File: src/design/cpc_pkg.sv
// ----------------------------------------------------------------------------
// cpc_pkg: shared types and constants
// Opcodes, register indexes, fixed field widths and the command and status
// bundles that pass between controller and datapath.
// ----------------------------------------------------------------------------
package cpc_pkg;

  localparam int OPCODE_W = 1;
  localparam int ROW_W    = 10;
  localparam int COL_W    = 6;
  localparam int DOSE_W   = 2;
  localparam int CORR_W   = 16;
  localparam int CFG_IDX_W = 2;
  localparam int CFG_DATA_W = 11;
  localparam int ROWS_REG_W = 11;
  localparam int COLS_REG_W = 7;

  localparam logic [OPCODE_W-1:0] OP_LOAD  = 1'b0;
  localparam logic [OPCODE_W-1:0] OP_QUERY = 1'b1;

  localparam logic [CFG_IDX_W-1:0] REG_ROWS_IN_USE = 2'd0;
  localparam logic [CFG_IDX_W-1:0] REG_COLS_IN_USE = 2'd1;

  localparam logic signed [CORR_W-1:0] CORR_MAX = 16'sh7FFF;

  // scaled result is built from floor(2^32 c^2 / V), which fits 33 bits
  localparam int QUOT_W  = 33;
  localparam int RAD_W   = 34;
  localparam int ROOT_W  = 17;
  localparam int SQREM_W = 20;
  localparam int SQ_STEPS = 17;
  localparam int SQCNT_W  = 5;

  typedef struct packed {
    logic load_wr;
    logic query_start;
    logic acc_run;
    logic mul1;
    logic mul2;
    logic mul3;
    logic div_run;
    logic sqrt_init;
    logic sqrt_run;
    logic res_load;
    logic out_load;
  } cpc_cmd_t;

  typedef struct packed {
    logic special;
    logic acc_done;
    logic zero_var;
    logic div_done;
    logic sqrt_done;
  } cpc_status_t;

endpackage

File: src/design/cpc_ctrl.sv
// ----------------------------------------------------------------------------
// cpc_ctrl: sequencing controller
// Walks a query through accumulate, multiply, divide and root phases and
// owns the input ready and the output valid.
// ----------------------------------------------------------------------------
module cpc_ctrl
  import cpc_pkg::*;
(
  input  logic                clk,
  input  logic                rst_n,
  input  logic                in_valid,
  input  logic [OPCODE_W-1:0] in_opcode,
  output logic                in_ready,
  input  logic                out_ready,
  output logic                out_valid,
  input  cpc_status_t         sts,
  output cpc_cmd_t            cmd
);

  localparam logic [3:0] S_IDLE = 4'd0;
  localparam logic [3:0] S_ACC  = 4'd1;
  localparam logic [3:0] S_MUL1 = 4'd2;
  localparam logic [3:0] S_MUL2 = 4'd3;
  localparam logic [3:0] S_MUL3 = 4'd4;
  localparam logic [3:0] S_DIV  = 4'd5;
  localparam logic [3:0] S_SQRT = 4'd6;
  localparam logic [3:0] S_OUT  = 4'd7;

  logic [3:0] state_r, state_nxt;
  logic       out_valid_r, out_valid_nxt;

  always_comb begin
    state_nxt = state_r;
    cmd       = '0;
    in_ready  = 1'b0;
    unique case (state_r)
      S_IDLE: begin
        in_ready = 1'b1;
        if (in_valid) begin
          if (in_opcode == OP_LOAD) begin
            cmd.load_wr = 1'b1;
          end else begin
            cmd.query_start = 1'b1;
            state_nxt = sts.special ? S_OUT : S_ACC;
          end
        end
      end
      S_ACC: begin
        cmd.acc_run = 1'b1;
        if (sts.acc_done) state_nxt = S_MUL1;
      end
      S_MUL1: begin
        cmd.mul1  = 1'b1;
        state_nxt = S_MUL2;
      end
      S_MUL2: begin
        cmd.mul2  = 1'b1;
        state_nxt = S_MUL3;
      end
      S_MUL3: begin
        cmd.mul3  = 1'b1;
        state_nxt = sts.zero_var ? S_OUT : S_DIV;
      end
      S_DIV: begin
        if (sts.div_done) begin
          cmd.sqrt_init = 1'b1;
          state_nxt = S_SQRT;
        end else begin
          cmd.div_run = 1'b1;
        end
      end
      S_SQRT: begin
        if (sts.sqrt_done) begin
          cmd.res_load = 1'b1;
          state_nxt = S_OUT;
        end else begin
          cmd.sqrt_run = 1'b1;
        end
      end
      S_OUT: begin
        if (!out_valid_r || out_ready) begin
          cmd.out_load = 1'b1;
          state_nxt = S_IDLE;
        end
      end
      default: state_nxt = S_IDLE;
    endcase
  end

  always_comb begin
    if (cmd.out_load) out_valid_nxt = 1'b1;
    else if (out_ready) out_valid_nxt = 1'b0;
    else out_valid_nxt = out_valid_r;
  end

  always_ff @(posedge clk) begin
    if (!rst_n) begin
      state_r     <= S_IDLE;
      out_valid_r <= 1'b0;
    end else begin
      state_r     <= state_nxt;
      out_valid_r <= out_valid_nxt;
    end
  end

  assign out_valid = out_valid_r;

endmodule

File: config.mk
export PLATFORM = sky130hd
export DESIGN_NAME = cpc_ctrl
export DESIGN_NICKNAME = d
export VERILOG_FILES = /design/src/design/cpc_pkg.sv /design/src/design/cpc_ctrl.sv
export SDC_FILE = /design/constraint.sdc
export NUM_CORES = 1
export LEC_CHECK = 0
export BUFFER_PORTS_ARGS = -buffer_cell sky130_fd_sc_hd__buf_2
export CAP_MARGIN = 20
export CORE_AREA = 2 2 39 41
export DETAILED_ROUTE_END_ITERATION = 10
export DIE_AREA = 0 0 41 43
export GPL_TIMING_DRIVEN = 1
export MAX_ROUTING_LAYER = met4
export PLACE_DENSITY_LB_ADDON = 0.08
export SLEW_MARGIN = 20
export SYNTH_ARGS = -nofsm -noshare
export SYNTH_HDL_FRONTEND = slang
export SYNTH_SLANG_ARGS = --single-unit
File: constraint.sdc
create_clock -name clk -period 1.61 [get_ports clk]
set_input_delay 0.483 -clock clk [delete_from_list [all_inputs] [get_ports clk]]
set_output_delay 0.483 -clock clk [all_outputs]
set_load 0.01 [all_outputs]
==> qor.yml, run 1 <==
sta:
  rsz0062_at_grt: "yes"
  fin_crit_ns: 1.571
  skew_ns: 0.002241
  hold_viol: 0
  setup_violations: 0
  tightestPinTransition_ns: 0.2507
  setup_tns_ns: 0
  whs_ns: 0.5251
  fin_crit_sh: 0.9757
  max_slew_margin: 0.8318
  finalMaxSlewViolations: 0
  fmax_mhz: 636.6
global_route:
  grtUsageTotal: 0.1141
  grt_max_degree: 14
  grt_pass1_wl_um: 1283
  grt_pass1_vias: 324
  antenna_found_initial: 0
  gr-total-overflow: 0
yosys:
  synthFlopType: "dfxtp_1"
  yosys-top-cells-area: "dfxtp_1 22%, nor2b_1 10%, nand2_1 6.1%"
  avgSynthCellArea_um2: 8.175
  synth_warnings: 0
  synth_cell_types: 28
  async_reset_ff_frac: 0
  synth_enable_flop_cells: 0
  syn_area_um2: 367.9
  netlist_instances: 45
  ys_ff_latch: 4
  ys_seq_area_frac: 0.2177
  synth_top_area_cell: "dfxtp_1"
  yosysTopAreaCellShare: 0.2177
  synthesis.nets: 55
detailed_routing:
  viasPerCell: 4.764
  vias: 424
  remaining_drc_errors: 0
  first_iter_violations: 4
  ant_nets: 0
  drt_pre_antenna_iters: 2
  wl_per_cell_um: 10.21
  wl_um: 909
place:
  numPortBuffers: 22
  placed_cell_area_um2: 501.7
  place_congestion: 0.6854
  dp_hpwl_um: 677.3
cts:
  cts_tree: "yes"
  clock_path_buffers: 2
  root_buffer: "clkbuf_4"
  clk_pin_slew_ns: 0.04
  postCtsHoldBufs: 0
  clock-sinks: 4
  cts_buffers: 3
  worstSkewPairLatency_ns: 0.23
  h-tree-depth: 1
worst_setup_path:
  critPathMaxFanout: 6
  path_class: "reg -> out"
  crit_family: "flip-flops"
  critical_path.cell_chain: "clkbuf_2, nor3b_1, buf_2"
  crit_buf_inv: 2
  crit_arrival_ns: 1.09
  slowest_stage: "dfxtp_4"
  critPathRequiredTime_ns: 1.13
  slowest_delay_ns: 0.38
  end_kind: "primary output"
  start_kind: "flop"
floorplan:
  die_y_um: 43
  start_util: 0.2658
  coreArea_mm2: 0.001384
  rows: 14
  die_w_um: 41
  io_pins: 23
  die_area_mm2: 0.001763
cells_and_area:
  final_util: 0.4195
  layout_commonest_cell: "buf_2"
  finish.instance_area_um2: 580.6
  final_cell_mix: "22 x buf_2, 6 x nand2_1, 5 x buf_4"
  drive_gt1_frac: 0.6027
  antenna_cells: 0
  nets: 85
  syn_to_final_growth_pct: 57.82
outcome:
  status: "finished, final reports clean"
power_and_ir_drop:
  leakage_nw: 0.2948
  power_density_mw_per_mm2: 1634
  vdd_ir_drop_max_v: 0.0007101
job:
  maxCapViolCount: 0
min_path:
  hp-class: "in -> reg"
[synth_stat cells, drive strengths merged (2+ instances only)]
master and n:
nand2 6, nor2b 6, buf 4, dfxtp 4
nor2 3, nor3b 3, a211oi 2, a21oi 2
and3 2
[worst min-delay path, stage by stage]
cell and delay, ns:
buf_2 0.12, nand2_1 0.06, o21ai_1 0.05
[through the flow]
stage | instances | setup slack (ns) | total power, mW
2_1_floorplan | 45 | 0.1182 | 0.5697
3_3_place_gp | 83 | 0.08268 | 0.7134
3_5_place_dp | 83 | 0.07728 | 0.7094
4_1_cts | 86 | -0.008906 | 0.8555
5_1_grt | 89 | -0.04304 | 1.047
6_report | 89 | 0.03919 | 0.9487
[path summary, 6_finish.rpt]
| kind | start | end | slack [ns] | depth (start not counted) |
|---|---|---|---|---|
| worst max-delay path | state_r[1] | cmd[7] | 0.04 | 3 |
| worst min-delay path | rst_n | state_r[0] | 0.53 | 3 |
| worst min register to register | out_valid | out_valid | 0.56 | 2 |
| worst max register to register | state_r[0] | state_r[2] | 0.24 | 6 |
[cell type report]
type | count | area [µm²]
timing repair buffer | 29 | 163.9
multi-input combinational | 37 | 282.8
sequential | 4 | 91.34
clock buffer | 3 | 22.52
tap | 16 | 20.02
fill | 162 | 803.3
[power by group]
group	leakage [nW]	switching (mW)	internal [mW]
logic	0.246	0.262	0.318
registers	0.0348	0.0904	0.156
clock network	0.0138	0.0391	0.0833
[layer usage]
metal	wire length (µm)	GRT usage	vias up
met3	71	0.03141	2
met4	8	0.1000	0
li1	-	-	219
met2	427	0.1563	14
met5	0	-	-
met1	400	0.1282	189
[cell families after synthesis]
| kind of cell | count (synthesis) | synth area share |
|---|---|---|
| buffers and inverters | 4 | 0.08501 |
| muxes | 1 | 0.02721 |
| DFF | 4 | 0.2177 |
| and+or+nand+nor | 28 | 0.5000 |
| AOI/OAI and AO/OA | 8 | 0.1701 |
[state kept, by name (all words and copies together), names as in the netlist]
name       cells
state_r        3
out_valid      1
[timing repair]
| action | in CTS | in global routing |
|---|---|---|
| endpoints found under the hold margin | 0 | 0 |
| pin swaps | 0 | 2 |
| setup buffers | 0 | 3 |
| resized for setup | 4 | 11 |
| setup endpoints to repair | 11 | 8 |
No activity file was read; power rests on OpenSTA's default activity.
==> run 2, diff against run 1 <==
--- a/config.mk
+++ b/config.mk
@@ -7,9 +7,10 @@
 export LEC_CHECK = 0
 export BUFFER_PORTS_ARGS = -buffer_cell sky130_fd_sc_hd__buf_2
 export CAP_MARGIN = 20
-export CORE_AREA = 2 2 39 41
+export CELL_PAD_IN_SITES_DETAIL_PLACEMENT = 0
+export CELL_PAD_IN_SITES_GLOBAL_PLACEMENT = 1
+export CORE_UTILIZATION = 26
 export DETAILED_ROUTE_END_ITERATION = 10
-export DIE_AREA = 0 0 41 43
 export GPL_TIMING_DRIVEN = 1
 export MAX_ROUTING_LAYER = met4
 export PLACE_DENSITY_LB_ADDON = 0.08
==> run 2 against run 1 <==
  * Die area fell by 11%
  * Total power fell by 1.6%
  * Final area fell by 0.86%
  * Register-to-register slack improved by 0.13 ns
  * Routed wire length fell by 1.2%
  * Via count fell by 4.0%
  * Non-clock buffer count fell by 1
  * Sequential cell count did not move
  * Clock skew fell by 0.0015 ns
  * Critical path type unchanged
  * Critical endpoint is now cmd[9]
  * Largest power group unchanged
  * Highest routed layer is now met3
==> qor.yml, run 2 (same netlist as run 1, synthesis figures left out) <==
outcome:
  status: "finished, final reports clean"
sta:
  fmax_mhz: 638.2
  fin_crit_sh: 0.9732
  fin_crit_ns: 1.567
  skew_ns: 0.0006989
  finalMaxSlewViolations: 0
  hold_viol: 0
  whs_ns: 0.5239
  worst_slack_ns: 0.04313
  rsz0062_at_grt: "yes"
  tightestPinTransition_ns: 0.2641
  max_slew_margin: 0.8229
  setup_violations: 0
detailed_routing:
  ant_nets: 0
  viasPerCell: 4.678
  remaining_drc_errors: 0
  wl_per_cell_um: 10.32
  vias: 407
  wl_um: 898
  drt_pre_antenna_iters: 4
  first_iter_violations: 7
worst_setup_path:
  end_kind: "primary output"
  critPathRequiredTime_ns: 1.13
  path_class: "reg -> out"
  critPathMaxFanout: 7
  r2r_slack_ns: 0.37
  start_kind: "flop"
  crit_arrival_ns: 1.08
place:
  place_congestion: 0.6888
  dp_hpwl_um: 715.8
  dp_slack_ns: 0.08980
  numPortBuffers: 22
job:
  maxCapViolCount: 0
cts:
  h-tree-depth: 1
  cts_buffers: 3
  cts_tree: "yes"
  worstSkewPairLatency_ns: 0.23
  clock_path_buffers: 2
  cts_setup_buffers: 0
  root_buffer: "clkbuf_4"
  clk_pin_slew_ns: 0.04
  clock-sinks: 4
cells_and_area:
  nets: 84
  layout_commonest_cell: "buf_2"
  largest_reg_flops: 3
  regMostFlops: "state_r"
  syn_to_final_growth_pct: 56.46
  antenna_cells: 0
  drive_gt1_frac: 0.6111
  n_fill_cell: 143
  final_cell_mix: "22 x buf_2, 6 x nand2_1, 6 x buf_4"
floorplan:
  io_pins: 23
  rows: 13
  coreArea_mm2: 0.001301
  die_w_um: 39.62
  die_y_um: 39.62
  die_area_mm2: 0.001569
  start_util: 0.2827
power_and_ir_drop:
  power_frac_seq: 0.255
  vdd_ir_drop_max_v: 0.0004810
  p_comb_frac: 0.614
  power_density_mw_per_mm2: 1622
  leakage_nw: 0.2911
  p_sw_mw: 0.3899
  p_int_mw: 0.5437
  total_power_mw: 0.9337
  clock_power_share: 0.130
  switching_share: 0.4176
global_route:
  antenna_found_initial: 0
  grt_pass1_wl_um: 1324
  grtUsageTotal: 0.1309
  grt_max_degree: 9
  gr-total-overflow: 0
  grt_pass1_vias: 323
min_path:
  hp-class: "in -> reg"
## run 2: cell types whose count changed in the layout (fill, tap and decap cells not counted), sizes merged
cell / change
clkbuf: -1
## run 2: area by class of cell
class / instances / area [µm²] / share of cell area
flip-flops and latches: 4 / 91.34 / 0.1587
repair buffers: 28 / 155.1 / 0.2696
well taps: 15 / 18.77 / 0.03261
clock buffers: 3 / 22.52 / 0.03913
multi-input cells: 37 / 287.8 / 0.5000
## run 2: what timing repair did
| action | in CTS | in global routing |
|---|---|---|
| endpoints found under the setup margin | 9 | 8 |
| gates resized for setup | 4 | 8 |
| gates cloned | 0 | 0 |
| pin swaps | 0 | 1 |
| hold buffers | 0 | 0 |
## run 2: power groups by stage
stage	Sequential [mW]	Clock [mW]	Combinational, mW
global placement	0.207	0	0.545
finish	0.238	0.122	0.574
global route	0.251	0.138	0.631
CTS	0.213	0.127	0.546
floorplan	0.171	0	0.399
detailed placement	0.203	0	0.542
## run 2: critical path: stages, from the launching register on
cell	delay, ns
dfxtp_4	0.36
nor3_4	0.20
and3_1	0.17
buf_2	0.12
## run 2: worst paths after layout
check | depth (start not counted) | end | start
worst max-delay path | 3 | cmd[9] | state_r[2]
worst min-delay path | 3 | state_r[0] | rst_n
worst max register to register | 5 | state_r[0] | state_r[0]
worst min register to register | 2 | out_valid | state_r[2]
## run 2: through the flow
stage	utilization	cells	cell area (µm²)	setup TNS (ns)
5_1_grt	0.4423	87	575.6	-0.07493
3_5_place_dp	0.3962	84	515.5	0
6_report	0.4423	87	575.6	0
4_1_cts	0.4183	87	544.3	0
3_3_place_gp	0.3962	84	515.5	0
2_1_floorplan	-	45	372.9	0
## run 2: layer usage
metal	routed length [µm]	up-vias	global-route usage	share of wire
met5	0	-	-	0
met1	416	183	0.1785	0.46
met3	21	0	0.03409	0.023
met2	460	8	0.1803	0.51
met4	0	0	0.05172	0
li1	-	216	-	-
==> run 3, diff against run 2 <==
--- a/config.mk
+++ b/config.mk
@@ -9,7 +9,7 @@
 export CAP_MARGIN = 20
 export CELL_PAD_IN_SITES_DETAIL_PLACEMENT = 0
 export CELL_PAD_IN_SITES_GLOBAL_PLACEMENT = 1
-export CORE_UTILIZATION = 26
+export CORE_UTILIZATION = 24
 export DETAILED_ROUTE_END_ITERATION = 10
 export GPL_TIMING_DRIVEN = 1
 export MAX_ROUTING_LAYER = met4
==> constraint.sdc (replaced) <==
create_clock -name clk -period 1.3 [get_ports clk]
set_input_delay 0.39 -clock clk [delete_from_list [all_inputs] [get_ports clk]]
set_output_delay 0.39 -clock clk [all_outputs]
set_load 0.01 [all_outputs]
==> run 3 against run 2 <==
  * The flow now finishes with violations (setup timing)
  * Sequential share of layout area is 2.4 points lower
  * Clock skew is 0.0027 ns higher
  * Clock power is 25% higher
  * Setup slack worse by 0.25 ns
  * Sequential cell count stayed put
  * Cell count is 3.4% higher
  * Global-route usage is 0.39 points higher
  * Core utilization is 4.0 points higher
  * Routed wire length is 12% higher
  * Hold slack worse by 0.093 ns
  * Register-to-register slack worse by 0.45 ns
==> qor.yml, run 3 (same netlist as run 1, synthesis figures left out) <==
outcome:
  status: "finished, violations left"
  violations: "setup timing"
worst_setup_path:
  slowest_stage: "and4bb_4"
  path_class: "reg -> out"
  critPathRequiredTime_ns: 0.91
  end_kind: "primary output"
  critPathMaxFanout: 5
  start_kind: "flop"
  cpMostUsedCell: "buf_6"
  r2r_cells: 7
  crit_arrival_ns: 1.12
  slowest_delay_ns: 0.34
  critical_path.cell_chain: "buf_6, and4bb_4, buf_6"
detailed_routing:
  wl_per_cell_um: 11.14
  drt_pre_antenna_iters: 4
  ant_nets: 0
  vias: 424
  first_iter_violations: 3
  viasPerCell: 4.711
  remaining_drc_errors: 0
  wl_um: 1003
sta:
  fin_crit_sh: 1.158
  skew_ns: 0.003366
  rsz0062_at_grt: "yes"
  worst_slack_ns: -0.2056
  setup_tns_ns: -1.740
  fin_crit_ns: 1.506
  whs_ns: 0.4305
  fmax_mhz: 664.2
  max_slew_margin: 0.8350
  finalMaxSlewViolations: 0
  hold_viol: 0
  tightestPinTransition_ns: 0.2460
  setup_violations: 14
global_route:
  gr-total-overflow: 0
  grt_max_degree: 9
  grt_pass1_wl_um: 1400
  antenna_found_initial: 0
  grtUsageTotal: 0.1347
  grt_pass1_vias: 335
min_path:
  whs_path_depth: 3
  hp-class: "in -> reg"
cts:
  clk_pin_slew_ns: 0.04
  cts_buffers: 3
  worstSkewPairLatency_ns: 0.23
  root_buffer: "clkbuf_4"
  clock_path_buffers: 2
  h-tree-depth: 1
  postCtsHoldBufs: 0
  clock-sinks: 4
  cts_tree: "yes"
floorplan:
  die_y_um: 41.15
  start_util: 0.2692
  rows: 13
  coreArea_mm2: 0.001366
  die_area_mm2: 0.001693
  die_w_um: 41.15
  io_pins: 23
cells_and_area:
  seqCellArea_um2: 88.84
  regMostFlops: "state_r"
  syn_to_final_growth_pct: 79.25
  final_cell_mix: "20 x buf_2, 8 x buf_6, 5 x nand2_1"
  drive_gt1_frac: 0.6933
  n_fill_cell: 142
  antenna_cells: 0
  layout_commonest_cell: "buf_2"
  largest_reg_flops: 3
  multi_input_area_um2: 316.6
  nets: 87
place:
  place_congestion: 0.7421
  dp_hpwl_um: 717.2
  numPortBuffers: 22
power_and_ir_drop:
  power_density_mw_per_mm2: 2073
  vdd_ir_drop_max_v: 0.0008792
  leakage_nw: 0.3204
job:
  maxCapViolCount: 0
-- run 3: area by class of cell --
class	instances	area share
multi-input cells	37	0.4801
flip-flops and latches	4	0.1347
repair buffers	31	0.3226
clock buffers	3	0.03416
well taps	15	0.02846
-- run 3: timing repair --
| action | CTS | global route |
|---|---|---|
| setup endpoints to repair | 13 | 15 |
| buffers inserted | 3 | 0 |
| resized for setup | 20 | 3 |
| pin swaps | 3 | 4 |
-- run 3: final timing paths --
| path | startpoint | endpoint | slack [ns] |
|---|---|---|---|
| setup / recovery | state_r[1] | cmd[4] | -0.21 |
| hold / removal | rst_n | state_r[0] | 0.43 |
| setup reg to reg | state_r[0] | state_r[0] | -0.08 |
| hold reg to reg | state_r[1] | out_valid | 0.57 |
-- run 3: worst max-delay path: cells and delay by family (launching register included) --
family	cells	cell delay [ns]
buffers and inverters	2	0.22
flip-flops	1	0.32
AND/OR/NAND/NOR	1	0.34
-- run 3: routing by layer --
layer | share of wire | track usage | up-vias
met5 | 0 | - | -
li1 | - | - | 222
met1 | 0.48 | 0.1731 | 194
met2 | 0.50 | 0.2031 | 8
met3 | 0.021 | 0.03261 | 0
met4 | 0 | 0.04839 | 0
-- run 3: power breakdown --
group / switching, mW / leakage [nW] / total (mW) / internal (mW)
clock: 0.0490 / 0.0138 / 0.152 / 0.103
sequential: 0.0957 / 0.0345 / 0.284 / 0.188
combinational: 0.417 / 0.272 / 0.931 / 0.514
-- run 3: metrics by stage --
step,instances,setup WS (ns),cell area (µm²),power (mW),utilization
2_1_floorplan,45,-0.002122,397.9,0.7770,-
3_3_place_gp,84,-0.07777,530.5,0.9634,0.3883
3_5_place_dp,84,-0.09204,530.5,0.9660,0.3883
4_1_cts,90,-0.2015,644.4,1.365,0.4716
5_1_grt,90,-0.2754,659.4,1.484,0.4826
6_report,90,-0.2056,659.4,1.367,0.4826
